===== config.mk =====
export PLATFORM = sky130hd
export DESIGN_NAME = array_binary_tree_traversal_unit
export DESIGN_NICKNAME = d
export VERILOG_FILES = /design/src/rtl/core/abtt_pkg.sv /design/src/rtl/core/abtt_store.sv /design/src/rtl/core/abtt_stack.sv /design/src/rtl/core/array_binary_tree_traversal_unit.sv
export SDC_FILE = /design/constraint.sdc
export NUM_CORES = 1
export LEC_CHECK = 0
export BUFFER_PORTS_ARGS = -buffer_cell sky130_fd_sc_hd__buf_2
export CAP_MARGIN = 20
export CORE_MARGIN = 2
export CORE_UTILIZATION = 56
export DETAILED_ROUTE_END_ITERATION = 16
export PLACE_DENSITY = 0.82
export SLEW_MARGIN = 25
export SYNTH_ARGS = -nofsm -noshare
export SYNTH_HDL_FRONTEND = slang
export SYNTH_SLANG_ARGS = --single-unit
export TNS_END_PERCENT = 50

===== constraint.sdc =====
create_clock -name clk -period 3.64 [get_ports clk]
set_input_delay 0.364 -clock clk [delete_from_list [all_inputs] [get_ports clk]]
set_output_delay 0.364 -clock clk [all_outputs]
set_load 0.01 [all_outputs]

===== src/rtl/core/abtt_pkg.sv =====
`default_nettype none

package abtt_pkg;

	localparam int NODE_COUNT_DEF = 15;
	localparam int RESULT_CAP     = 15;
	localparam int CNT_W          = $clog2(RESULT_CAP + 1);

	typedef enum logic [1:0] {
		OP_ROOT     = 2'd0,
		OP_LEFT     = 2'd1,
		OP_RIGHT    = 2'd2,
		OP_TRAVERSE = 2'd3
	} op_t;

	typedef enum logic [1:0] {
		ORD_IN   = 2'd0,
		ORD_PRE  = 2'd1,
		ORD_POST = 2'd2
	} ord_t;

	typedef enum logic [2:0] {
		ST_WRITTEN      = 3'd0,
		ST_ROOT_EXISTS  = 3'd1,
		ST_PARENT_EMPTY = 3'd2,
		ST_CHILD_RANGE  = 3'd3,
		ST_NODE         = 3'd4,
		ST_EMPTY        = 3'd5
	} status_t;

	typedef enum logic [2:0] {
		S_IDLE,
		S_SET_CHK,
		S_WALK_CHK,
		S_WALK_RET,
		S_FLUSH
	} state_t;

	typedef struct packed {
		logic clear;
		logic push;
		logic pop;
		logic mark;
	} stk_ctl_t;

	typedef struct packed {
		logic empty;
		logic single;
	} stk_sts_t;

	function automatic logic is_letter(input logic [7:0] b);
		return ((b >= 8'h41) && (b <= 8'h5a)) || ((b >= 8'h61) && (b <= 8'h7a));
	endfunction

endpackage

`default_nettype wire


===== src/rtl/core/abtt_store.sv =====
`default_nettype none

module abtt_store import abtt_pkg::*; #(
	parameter int DEPTH = NODE_COUNT_DEF,
	parameter int AW    = $clog2(NODE_COUNT_DEF)
) (
	input  wire logic          clk,
	input  wire logic          arst_n,
	input  wire logic          we,
	input  wire logic [AW-1:0] waddr,
	input  wire logic [7:0]    wdata,
	input  wire logic [AW-1:0] raddr,
	output logic      [7:0]    rdata
);

	logic [7:0]       mem [DEPTH];
	logic [DEPTH-1:0] vld_q;
	logic [7:0]       rd_q;
	logic             hit_q;

	always_ff @(posedge clk) begin
		if (we) begin
			mem[waddr] <= wdata;
		end
	end

	always_ff @(posedge clk) begin
		rd_q <= mem[raddr];
	end

	// slots never written read as empty
	always_ff @(posedge clk or negedge arst_n) begin
		if (!arst_n) begin
			vld_q <= '0;
			hit_q <= 1'b0;
		end else begin
			if (we) begin
				vld_q[waddr] <= 1'b1;
			end
			hit_q <= vld_q[raddr];
		end
	end

	assign rdata = hit_q ? rd_q : 8'd0;

endmodule

`default_nettype wire


===== src/rtl/core/abtt_stack.sv =====
`default_nettype none

module abtt_stack import abtt_pkg::*; #(
	parameter int DEPTH = 4,
	parameter int IW    = 5
) (
	input  wire logic          clk,
	input  wire logic          arst_n,
	input  wire stk_ctl_t      ctl,
	input  wire logic [IW-1:0] push_idx,
	input  wire logic [7:0]    push_val,
	output logic      [IW-1:0] top_idx,
	output logic      [7:0]    top_val,
	output logic               top_right,
	output stk_sts_t           sts
);

	localparam int PW = $clog2(DEPTH + 1);
	localparam int SW = (DEPTH > 1) ? $clog2(DEPTH) : 1;

	logic [IW-1:0] idx_q   [DEPTH];
	logic [7:0]    val_q   [DEPTH];
	logic          right_q [DEPTH];
	logic [PW-1:0] ptr_q;
	logic [PW-1:0] top_p;

	assign top_p = ptr_q - PW'(1);

	always_ff @(posedge clk or negedge arst_n) begin
		if (!arst_n) begin
			ptr_q <= '0;
		end else if (ctl.clear) begin
			ptr_q <= '0;
		end else if (ctl.push) begin
			ptr_q <= ptr_q + PW'(1);
		end else if (ctl.pop) begin
			ptr_q <= top_p;
		end
	end

	always_ff @(posedge clk) begin
		if (ctl.push) begin
			idx_q[ptr_q[SW-1:0]]   <= push_idx;
			val_q[ptr_q[SW-1:0]]   <= push_val;
			right_q[ptr_q[SW-1:0]] <= 1'b0;
		end else if (ctl.mark) begin
			right_q[top_p[SW-1:0]] <= 1'b1;
		end
	end

	assign top_idx    = idx_q[top_p[SW-1:0]];
	assign top_val    = val_q[top_p[SW-1:0]];
	assign top_right  = right_q[top_p[SW-1:0]];
	assign sts.empty  = (ptr_q == '0);
	assign sts.single = (ptr_q == PW'(1));

endmodule

`default_nettype wire


===== src/rtl/core/array_binary_tree_traversal_unit.sv =====
`default_nettype none

// Heap-ordered byte tree (children of slot i at 2i+1 and 2i+2, zero means empty) held in a
// synchronous store with one read and one write port that reset marks empty at once. A command
// is taken when start is high and busy is low. Set root, set left and set right hold busy high
// only through S_SET_CHK and put their single word on the ports in the cycle after it, so a new
// set command can be taken as that word appears. A traversal walks with an explicit stack: one
// S_WALK_CHK step per slot looked at (each live node and each empty or out-of-range child) and
// one S_WALK_RET step per return to a stacked node. Words appear one cycle each on status,
// node_value and last, marked by strobe; the receiver cannot stall them. A traversal gives at
// most fifteen node words, the final word of every command carries last.

module array_binary_tree_traversal_unit import abtt_pkg::*; #(
	parameter int NODE_COUNT = NODE_COUNT_DEF
) (
	input  wire logic       clk,
	input  wire logic       arst_n,
	input  wire logic       start,
	output logic            busy,
	input  wire logic [1:0] opcode,
	input  wire logic [7:0] value,
	input  wire logic [3:0] node_index,
	input  wire logic [1:0] order,
	output logic            strobe,
	output logic [2:0]      status,
	output logic [7:0]      node_value,
	output logic            last
);

	localparam int AW    = (NODE_COUNT > 1) ? $clog2(NODE_COUNT) : 1;
	localparam int CW0   = $clog2(2 * NODE_COUNT + 1);
	localparam int CW    = (CW0 > 5) ? CW0 : 5;
	localparam int STK_D = $clog2(NODE_COUNT + 1);

	state_t           state_q, state_d;
	op_t              op_q;
	ord_t             ord_q;
	logic [7:0]       val_q;
	logic [CW-1:0]    cur_q, cur_d;
	logic             inr_q, inr_d;
	logic [7:0]       pend_q, pend_d;
	logic             have_q, have_d;
	logic [CNT_W-1:0] cnt_q, cnt_d;

	logic             strobe_q, strobe_d;
	status_t          status_q, status_d;
	logic [7:0]       nval_q, nval_d;
	logic             last_q, last_d;

	logic             accept;
	logic [AW-1:0]    raddr;
	logic [7:0]       rdata;
	logic             we;
	logic [AW-1:0]    waddr;
	logic             live;
	logic             cap_hit;
	logic             emit;
	logic [7:0]       emit_val;
	logic [CW-1:0]    set_child;
	logic [CW-1:0]    left_child;
	logic [CW-1:0]    right_child;

	stk_ctl_t         ctl;
	stk_sts_t         sts;
	logic [CW-1:0]    top_idx;
	logic [7:0]       top_val;
	logic             top_right;

	abtt_store #(
		.DEPTH (NODE_COUNT),
		.AW    (AW)
	) u_store (
		.clk   (clk),
		.arst_n(arst_n),
		.we    (we),
		.waddr (waddr),
		.wdata (val_q),
		.raddr (raddr),
		.rdata (rdata)
	);

	abtt_stack #(
		.DEPTH (STK_D),
		.IW    (CW)
	) u_stack (
		.clk      (clk),
		.arst_n   (arst_n),
		.ctl      (ctl),
		.push_idx (cur_q),
		.push_val (rdata),
		.top_idx  (top_idx),
		.top_val  (top_val),
		.top_right(top_right),
		.sts      (sts)
	);

	assign busy        = (state_q != S_IDLE);
	assign accept      = start && !busy;
	assign live        = inr_q && is_letter(rdata);
	assign cap_hit     = (cnt_q == CNT_W'(RESULT_CAP - 1));
	assign set_child   = {cur_q[CW-2:0], 1'b0} + ((op_q == OP_LEFT) ? CW'(1) : CW'(2));
	assign left_child  = {cur_q[CW-2:0], 1'b0} + CW'(1);
	assign right_child = {top_idx[CW-2:0], 1'b0} + CW'(2);
	assign inr_d       = (cur_d < CW'(NODE_COUNT));
	assign raddr       = inr_d ? cur_d[AW-1:0] : '0;

	// next state
	always_comb begin
		state_d = state_q;
		case (state_q)
			S_IDLE: begin
				if (accept) begin
					if (op_t'(opcode) != OP_TRAVERSE) begin
						state_d = S_SET_CHK;
					end else begin
						case (ord_t'(order))
							ORD_IN, ORD_PRE, ORD_POST: state_d = S_WALK_CHK;
							default:                   state_d = S_FLUSH;
						endcase
					end
				end
			end
			S_SET_CHK: begin
				state_d = S_IDLE;
			end
			S_WALK_CHK: begin
				if (live) begin
					if ((ord_q == ORD_PRE) && cap_hit) begin
						state_d = S_FLUSH;
					end
				end else if (sts.empty) begin
					state_d = S_FLUSH;
				end else begin
					state_d = S_WALK_RET;
				end
			end
			S_WALK_RET: begin
				if (!top_right) begin
					state_d = ((ord_q == ORD_IN) && cap_hit) ? S_FLUSH : S_WALK_CHK;
				end else if (((ord_q == ORD_POST) && cap_hit) || sts.single) begin
					state_d = S_FLUSH;
				end
			end
			S_FLUSH: begin
				state_d = S_IDLE;
			end
			default: begin
				state_d = S_IDLE;
			end
		endcase
	end

	// datapath and result words
	always_comb begin
		cur_d    = cur_q;
		ctl      = '0;
		emit     = 1'b0;
		emit_val = rdata;
		we       = 1'b0;
		waddr    = '0;
		pend_d   = pend_q;
		have_d   = have_q;
		cnt_d    = cnt_q;
		strobe_d = 1'b0;
		status_d = ST_WRITTEN;
		nval_d   = 8'd0;
		last_d   = 1'b0;
		case (state_q)
			S_IDLE: begin
				cur_d = (op_t'(opcode) == OP_ROOT) ? '0 : CW'(node_index);
				if (accept) begin
					ctl.clear = 1'b1;
					have_d    = 1'b0;
					cnt_d     = '0;
				end
			end
			S_SET_CHK: begin
				strobe_d = 1'b1;
				last_d   = 1'b1;
				if (op_q == OP_ROOT) begin
					if (rdata != 8'd0) begin
						status_d = ST_ROOT_EXISTS;
					end else begin
						we = 1'b1;
					end
				end else if (!inr_q || (rdata == 8'd0)) begin
					status_d = ST_PARENT_EMPTY;
				end else if (set_child >= CW'(NODE_COUNT)) begin
					status_d = ST_CHILD_RANGE;
				end else begin
					we    = 1'b1;
					waddr = set_child[AW-1:0];
				end
			end
			S_WALK_CHK: begin
				if (live) begin
					ctl.push = 1'b1;
					emit     = (ord_q == ORD_PRE);
					cur_d    = left_child;
				end
			end
			S_WALK_RET: begin
				emit_val = top_val;
				if (!top_right) begin
					ctl.mark = 1'b1;
					emit     = (ord_q == ORD_IN);
					cur_d    = right_child;
				end else begin
					ctl.pop = 1'b1;
					emit    = (ord_q == ORD_POST);
				end
			end
			S_FLUSH: begin
				strobe_d = 1'b1;
				last_d   = 1'b1;
				if (have_q) begin
					status_d = ST_NODE;
					nval_d   = pend_q;
				end else begin
					status_d = ST_EMPTY;
				end
			end
			default: begin
				cur_d = cur_q;
			end
		endcase
		// a node word goes out once the next one is known, so last is settled
		if (emit) begin
			if (have_q) begin
				strobe_d = 1'b1;
				status_d = ST_NODE;
				nval_d   = pend_q;
			end
			pend_d = emit_val;
			have_d = 1'b1;
			cnt_d  = cnt_q + CNT_W'(1);
		end
	end

	always_ff @(posedge clk or negedge arst_n) begin
		if (!arst_n) begin
			state_q  <= S_IDLE;
			have_q   <= 1'b0;
			cnt_q    <= '0;
			strobe_q <= 1'b0;
		end else begin
			state_q  <= state_d;
			have_q   <= have_d;
			cnt_q    <= cnt_d;
			strobe_q <= strobe_d;
		end
	end

	always_ff @(posedge clk) begin
		if (accept) begin
			op_q  <= op_t'(opcode);
			ord_q <= ord_t'(order);
			val_q <= value;
		end
		cur_q    <= cur_d;
		inr_q    <= inr_d;
		pend_q   <= pend_d;
		status_q <= status_d;
		nval_q   <= nval_d;
		last_q   <= last_d;
	end

	assign strobe     = strobe_q;
	assign status     = status_q;
	assign node_value = nval_q;
	assign last       = last_q;

`ifndef SYNTHESIS
	a_last_ends_cmd: assert property (@(posedge clk) disable iff (!arst_n)
		(strobe && last) |-> (state_q == S_IDLE))
		else $error("final word while command still running");

	a_single_word_last: assert property (@(posedge clk) disable iff (!arst_n)
		(strobe && (status_q != ST_NODE)) |-> last)
		else $error("non-node word without last");

	a_node_letter: assert property (@(posedge clk) disable iff (!arst_n)
		(strobe && (status_q == ST_NODE)) |-> is_letter(node_value))
		else $error("traversal word holds a non-letter");

	a_accept_busy: assert property (@(posedge clk) disable iff (!arst_n)
		accept |=> busy)
		else $error("command accepted but block not busy");

	a_write_in_set: assert property (@(posedge clk) disable iff (!arst_n)
		we |-> (strobe_d && (status_d == ST_WRITTEN)))
		else $error("store written without a written word");
`endif

endmodule

`default_nettype wire

Word-level counts from Yosys, hierarchy flattened
Memories as Yosys holds them, arrays and structs flattened. A register that Yosys moved wholly into a read port is not among the register bits.
Cells that the tools add are included.
{ "totals": {"output_inout_bits": 14, "n_memories": 4, "ram_bits": 176, "inputBits": 19, "regBits": 66, "word_cells": 156} }
{ "classes": {"muxes": 75, "n_bitwise": 1, "add_sub_neg": 6, "eq_ne": 15, "magnitude_cmp": 9, "reduce_logical": 30} }
{ "mem_list": {"columns": ["memory", "depth", "word_bits", "rd", "rd_clocked_by_memory_dff", "write_ports", "line", "source"], "rows": [
  ["u_store.mem", 15, 8, 1, 1, 1, "abtt_store.sv:16", "logic [7:0] mem [DEPTH];"],
  ["u_stack.val_q", 4, 8, 1, 0, 1, "abtt_stack.sv:22", "logic [7:0] val_q [DEPTH];"],
  ["u_stack.idx_q", 4, 5, 1, 0, 1, "abtt_stack.sv:21", "logic [IW-1:0] idx_q [DEPTH];"],
  ["u_stack.right_q", 4, 1, 1, 0, 1, "abtt_stack.sv:23", "logic right_q [DEPTH];"]
]} }
{ "op_table": {"columns": ["operator", "n"], "rows": [
  ["$mux W8", 6],
  ["$mux W3", 15],
  ["$mux W4", 9],
  ["$mux W1", 32],
  ["$ge A8 B7 Y1 const B", 2],
  ["$le A8 B7 Y1 const B", 2],
  ["$or A15 B15 Y15", 1],
  ["$pmux W5 S3", 1],
  ["$lt A4 B5 Y1 const B", 2],
  ["$mux W2", 5],
  ["$mux W5", 2],
  ["$pmux W3 S3", 1],
  ["$logic_and A1 B1 Y1", 8],
  ["$logic_not A2 Y1", 4],
  ["$logic_not A8 Y1", 1],
  ["$reduce_bool A8 Y1", 1],
  ["$eq A2 B1 Y1 const B", 3],
  ["$eq A3 B1 Y1 const B", 2],
  ["$eq A3 B2 Y1 const B", 2],
  ["$logic_not A3 Y1", 2],
  ["$ne A3 B3 Y1 const B", 2],
  ["$pmux W3 S2", 1],
  ["$reduce_bool A3 Y1", 2],
  ["$add A5 B1 Y5 const B", 1],
  ["other kinds (23)", 29]
]} }

Longest topological paths before layout
{ "depth": {"ltp_word": 13, "mapped_depth": 17, "ltp_nobuf": 13} }

By module
A second synthesis with hierarchy kept.
{ "unflattened": {"hier_cells": 624, "area_unflattened_um2": 10221.1} }
{ "by_module_without_submodules": {"columns": ["module", "n_inst", "area_each_um2", "seq_area_each_um2", "cells_per_inst"], "rows": [
  ["abtt_store", 1, 5535.3, 4164.0, 287],
  ["abtt_stack", 1, 2379.8, 1756.7, 114],
  ["array_binary_tree_traversal_unit", 1, 2306.0, 1186.1, 223]
]} }

Least setup slack after synthesis
OpenSTA, ideal clock, no wires.
{ "synth_timing": {"path_type": "register to register", "from": "reg u_stack.ptr_q[0]", "to": "reg u_store.rd_q[5] (read register of u_store.mem)", "arrival_time_ns": 3.749, "setup_time_ns": 0.117, "path_slack_ns": -0.227, "path_stages_with_launch": 15, "period_less_slack_ns": 3.867, "cell_sequence": "dfrtp_1 buf_6 buf_1 inv_1 ha_1 buf_2 mux4_2 ha_1 a22o_1 a21o_1 nor2_2 o221ai_4 buf_2 a221o_1 a32o_1"} }
{ "synth_between": {"elab_chain_cells": 7, "elab_cells_between_ends": 8} }
{ "synth_lines": {"columns": ["element", "line", "source"], "rows": [
  ["from (decl)", "abtt_stack.sv:24", "logic [PW-1:0] ptr_q;"],
  ["from (signal assigned)", "abtt_stack.sv:35", "ptr_q <= ptr_q + PW'(1);"],
  ["from (signal assigned)", "abtt_stack.sv:37", "ptr_q <= top_p;"],
  ["$sub A3 B1 Y3 *", "abtt_stack.sv:27", "assign top_p = ptr_q - PW'(1);"],
  ["$mem_v2 Z4 W5", null, null],
  ["$add A5 B2 Y5", "array_binary_tree_traversal_unit.sv:103", "assign right_child = {top_idx[CW-2:0], 1'b0} + CW'(2);"],
  ["$mux W5 *", "array_binary_tree_traversal_unit.sv:204", "if (!top_right) begin"],
  ["$pmux W5 S3 *", "array_binary_tree_traversal_unit.sv:168", "case (state_q)"],
  ["$lt A5 B4 Y1", "array_binary_tree_traversal_unit.sv:104", "assign inr_d = (cur_d < CW'(NODE_COUNT));"],
  ["$mux W4 *", "array_binary_tree_traversal_unit.sv:105", "assign raddr = inr_d ? cur_d[AW-1:0] : '0;"],
  ["to (decl)", "abtt_store.sv:18", "logic [7:0] rd_q;"]
]} }
Every way passes the cells marked *; elsewhere a longest branch is shown, timed or not.
A chain may end at the register's enable or synchronous reset.

Final worst setup path
{ "layout_timing": {"from": "reg u_stack.ptr_q[1]", "to": "reg u_store.rd_q[1] (read register of u_store.mem)"} }
{ "layout_between": {"elab_chain_cells": 7, "elab_cells_between_ends": 8} }
{ "layout_lines": {"columns": ["element", "line", "source"], "rows": [
  ["$sub A3 B1 Y3 *", "abtt_stack.sv:27", null],
  ["$mem_v2 Z4 W5", null, null],
  ["$add A5 B2 Y5", "array_binary_tree_traversal_unit.sv:103", null],
  ["$mux W5 *", "array_binary_tree_traversal_unit.sv:204", null],
  ["$pmux W5 S3 *", "array_binary_tree_traversal_unit.sv:168", null],
  ["net cur_d[2]", "array_binary_tree_traversal_unit.sv:39", "logic [CW-1:0] cur_q, cur_d;"],
  ["$lt A5 B4 Y1", "array_binary_tree_traversal_unit.sv:104", null],
  ["$mux W4 *", "array_binary_tree_traversal_unit.sv:105", null]
]} }
Mark *: on every way through the listed nets, which the timed path passes. The rest lies on a longest branch.

==> out/qor.csv <==
stage,metric,value,unit
status,result of the run,"finished, final reports clean",
sta,FMAX,0.286,GHz
placed_design,RePlAce Congestion,0.972,
worst_setup_path,kind of cell adding the most delay to the critical path,adder cells,
worst_setup_path,largest fanout on the critical path,26,
global_route,antenna violations before repair,0,
drt,DRC errors left,0,
cts,source-to-sink clock delay at the later pin of the worst-skew pair,0.52,ns
worst_setup_path,worst reg-to-reg setup slack,0.14,ns
yosys,number of synthesized flops with an enable pin,192,
power,total power density per cell area,826,nW/µm²
yosys,commonest cells in the synthesized netlist,"192 x sky130_fd_sc_hd__edfxtp_1, 74 x sky130_fd_sc_hd__nand2_1, 34 x sky130_fd_sc_hd__nor2_1",
cts,clk slew on worst S/H paths,0.07,ns
sta,final setup skew,0.00915,ns
yosys,Yosys reg bits,246,
worst_setup_path,Bufs and invs on worst path,4,
sta,final critical-path share of the clock period,96.1,%
global_route,GR Overflow Total,0,
sta,"Min Clock Period, post-route",3.50,ns
worst_setup_path,beginning of the worst register-to-register path,u_stack.ptr_q[1]$_DFFE_PN0P_,
cells_and_area,post-layout util,66.0,%
yosys,cell area after synthesis,10000,µm²
cts,H-tree depth,1,
yosys,syn nets,729,
hold_path,path type of the worst min-delay path,input pin to flop,
yosys,leading cell type by number of instances after synthesis,sky130_fd_sc_hd__edfxtp_1,
worst_setup_path,delay of the slowest cell on the worst path,0.44,ns
cells_and_area,number of nets in the layout,796,
hold_path,hold path startpoint,value[2],
drt,number of iterations in the first detailed-routing pass,5,
yosys,area fraction of the dominant cell type after synthesis,57.5,%
drt,total via count in the routed design,6529,
yosys,cell type with the largest total area after synthesis,sky130_fd_sc_hd__edfxtp_1,
worst_setup_path,Worst path depth,13,
drt,post-detailed-route wirelength per cell,23.0,µm
worst_setup_path,Register-to-Register Path Depth,13,
worst_setup_path,type of destination of the critical path,flop,
global_route,Overall Global Routing Usage,24.2,%
sta,final hold viol count,0,
yosys,register area share after synthesis,69.6,%
worst_setup_path,Critical R2R Capture,u_store.rd_q[1]$_DFF_P_,
cts,clock tree from TritonCTS,yes,
worst_setup_path,required time reported for the critical path endpoint,4.04,ns
global_route,via count of the first global-routing pass,6285,
cells_and_area,post-route insts no fill,1008,
cells_and_area,antenna fix cells,0,
worst_setup_path,type of the worst setup path,flop to flop,
worst_setup_path,startpoint class of the critical path,flop,
die,floorplan die height,138,µm
hold_path,Worst Hold Path Cells,1,
worst_setup_path,cell with the most instances on the worst path,sky130_fd_sc_hd__inv_1,
yosys,dominant synthesized flop cell,sky130_fd_sc_hd__edfxtp_1,
sta,setup tns final,0,ns
run,count of max-cap constraint violations,0,
yosys,mean instance size in the synthesized netlist,14.4,µm²
sta,max-slew violations,0,
placed_design,HPWL Detailed,14900,µm
sta,slew at the pin closest to its max-slew limit,0.717,ns
drt,Routed WL,23200,µm
drt,initial detailed-routing violation count,997,
global_route,wire length of the first global-routing pass,34700,µm
global_route,maximum number of pins on one net before global-route repair,33,
die,Total Die Area,19000,µm²
cells_and_area,area growth from synthesis to layout,14.6,%
yosys,share of flip-flops with an asynchronous set or reset,11.4,%
yosys,dominant cells by area after synthesis,"sky130_fd_sc_hd__edfxtp_1 57%, sky130_fd_sc_hd__dfrtp_1 7.0%, sky130_fd_sc_hd__dfxtp_1 5.2%",
cts,count of clock tree sinks,246,
cts,number of CTS-inserted buffers,23,
worst_setup_path,arrival time of data at the critical path endpoint,3.90,ns
power,Max VDD drop,0.562,mV
drt,Final ANT Viol Nets,0,
die,number of core rows,48,
cells_and_area,share of layout cells above drive strength 1,19.5,%
yosys,total number of yosys warnings,0,
cts,clock root buffer master,sky130_fd_sc_hd__clkbuf_16,
placed_design,Placed Cells,961,
worst_setup_path,crit path max-delay cell type,sky130_fd_sc_hd__ha_2,
placed_design,count of input and output buffers,32,
yosys,unique cell type count in the Yosys netlist,63,
power,leakage dissipation,4.24,nW
die,Chip Width,138,µm
yosys,Post-Syn Instances,699,
hold_path,capture endpoint of the worst hold path,val_q[2]$_DFFE_PP_,
die,starting utilization of the core area,57.6,%
die,count of boundary I/O pins,33,
sta,worst max-slew margin expressed relative to the limit,52.2,%
drt,via-per-instance ratio,6.48,
cts,Max clock buf depth,3,
worst_setup_path,cells along the critical path,inv_1 > ha_2 > mux4_2 > ha_1 > a22o_1 > a21o_1 > nor2_4 > buf_4 > inv_1 > nand3_1 > buf_6 > nand4_1 > a32o_1,
die,core region area,17400,µm²
sta,# setup viols final,0,
-- state kept, by name (all words and copies together), names as in the netlist, 4 cells and up --
name	count
u_stack.val_q	32
cnt_q	4
cur_q	5
node_value	8
u_store.mem	120
u_store.vld_q	15
u_stack.idx_q	16
u_store.rd_q	8
u_stack.right_q	4
pend_q	8
val_q	8
-- final cells by class --
cell class / count / area, µm²
Multi-Input combinational cell: 405 / 2870
Timing Repair Buffer: 71 / 504
Sequential cell: 246 / 6990
Fill cell: 1175 / 5920
Inverter: 19 / 75.1
Clock buffer: 30 / 612
Clock inverter: 12 / 173
Tap cell: 225 / 282
-- cell families after synthesis --
family          share of synthesized area [%]
fa+ha+maj                                1.37
compound gates                           11.3
simple gates                             11.2
buf+inv                                  2.33
xor+xnor                                0.262
flops                                    69.6
mux                                      3.93
-- worst reg2reg max path, delay by kind of cell (launching register included) --
family | cells | cell delay, ns
flops | 1 | 0.43
mux | 1 | 0.36
fa+ha+maj | 2 | 0.74
buf+inv | 4 | 0.66
simple gates | 3 | 0.50
compound gates | 3 | 0.69
-- per-layer routing --
| layer | up-vias | share of wire, % | track usage [%] |
|---|---|---|---|
| met5 | - | 0 | 0 |
| met4 | 0 | 3.5 | 7.37 |
| met3 | 77 | 9.1 | 4.53 |
| met2 | 422 | 50 | 41.4 |
| met1 | 3191 | 38 | 31.6 |
| li1 | 2839 | - | - |
-- how the worst max path moves through the flow --
| stage | startpoint | to |
|---|---|---|
| 6_report | u_stack.ptr_q[1]$_DFFE_PN0P_ | u_store.rd_q[1]$_DFF_P_ |
| 5_1_grt | u_stack.ptr_q[1]$_DFFE_PN0P_ | u_store.hit_q$_DFF_PN0_ |
| 4_1_cts | u_stack.ptr_q[1]$_DFFE_PN0P_ | u_store.rd_q[7]$_DFF_P_ |
| 3_5_place_dp | u_stack.ptr_q[1]$_DFFE_PN0P_ | u_store.hit_q$_DFF_PN0_ |
| 3_3_place_gp | u_stack.ptr_q[1]$_DFFE_PN0P_ | u_store.rd_q[7]$_DFF_P_ |
| 2_1_floorplan | u_stack.ptr_q[0]$_DFFE_PN0P_ | u_store.rd_q[5]$_DFF_P_ |
-- through the flow --
stage / hold WS, ns / worst slack [ns] / area, µm² / total power [W]
floorplan: 0.0684 / 0.00635 / 10000 / 0.00586
global route: 0.00183 / -0.00742 / 11500 / 0.00990
finish: 0.0194 / 0.143 / 11500 / 0.00950
global placement: 0.424 / 0.138 / 10600 / 0.00661
CTS: 0.00914 / -0.00467 / 11400 / 0.00926
detailed placement: 0.426 / -0.0255 / 10600 / 0.00675
-- report_power, final --
group	leakage, nW	switching, W	total, W	internal, W
Clock	0.378	0.000989	0.00247	0.00148
Combinational	1.53	0.00194	0.00323	0.00130
Sequential	2.34	0.000338	0.00380	0.00346
-- cell usage in the layout (no fill, tap or decap), types with 7 or more instances in the layout --
cell and n:
sky130_fd_sc_hd__a21oi_1 12, sky130_fd_sc_hd__a221o_1 9, sky130_fd_sc_hd__a22o_1 19, sky130_fd_sc_hd__a31oi_1 11, sky130_fd_sc_hd__a32o_1 9, sky130_fd_sc_hd__a32oi_1 15, sky130_fd_sc_hd__and2_1 23, sky130_fd_sc_hd__buf_2 32
sky130_fd_sc_hd__buf_4 32, sky130_fd_sc_hd__clkbuf_16 23, sky130_fd_sc_hd__dfrtp_1 28, sky130_fd_sc_hd__dfxtp_1 26, sky130_fd_sc_hd__edfxtp_1 192, sky130_fd_sc_hd__ha_1 10, sky130_fd_sc_hd__inv_1 16, sky130_fd_sc_hd__mux2i_1 9
sky130_fd_sc_hd__mux4_2 13, sky130_fd_sc_hd__nand2_1 74, sky130_fd_sc_hd__nand3_1 22, sky130_fd_sc_hd__nor2_1 33, sky130_fd_sc_hd__nor2b_1 8, sky130_fd_sc_hd__nor3_1 7, sky130_fd_sc_hd__o21ai_0 20, sky130_fd_sc_hd__o22ai_1 12
sky130_fd_sc_hd__o31ai_1 7, sky130_fd_sc_hd__or2_2 16
-- what timing repair did --
| action | CTS | global route |
|---|---|---|
| endpoints found under the setup margin | 3 | 9 |
| gates cloned | 0 | 1 |
| pin swaps | 1 | 2 |
| endpoints found under the hold margin | 28 | 0 |
| setup buffers | 0 | 3 |
| hold buffers | 1 | 0 |
| resized for setup | 2 | 10 |
No activity file was read; power rests on OpenSTA's default activity.
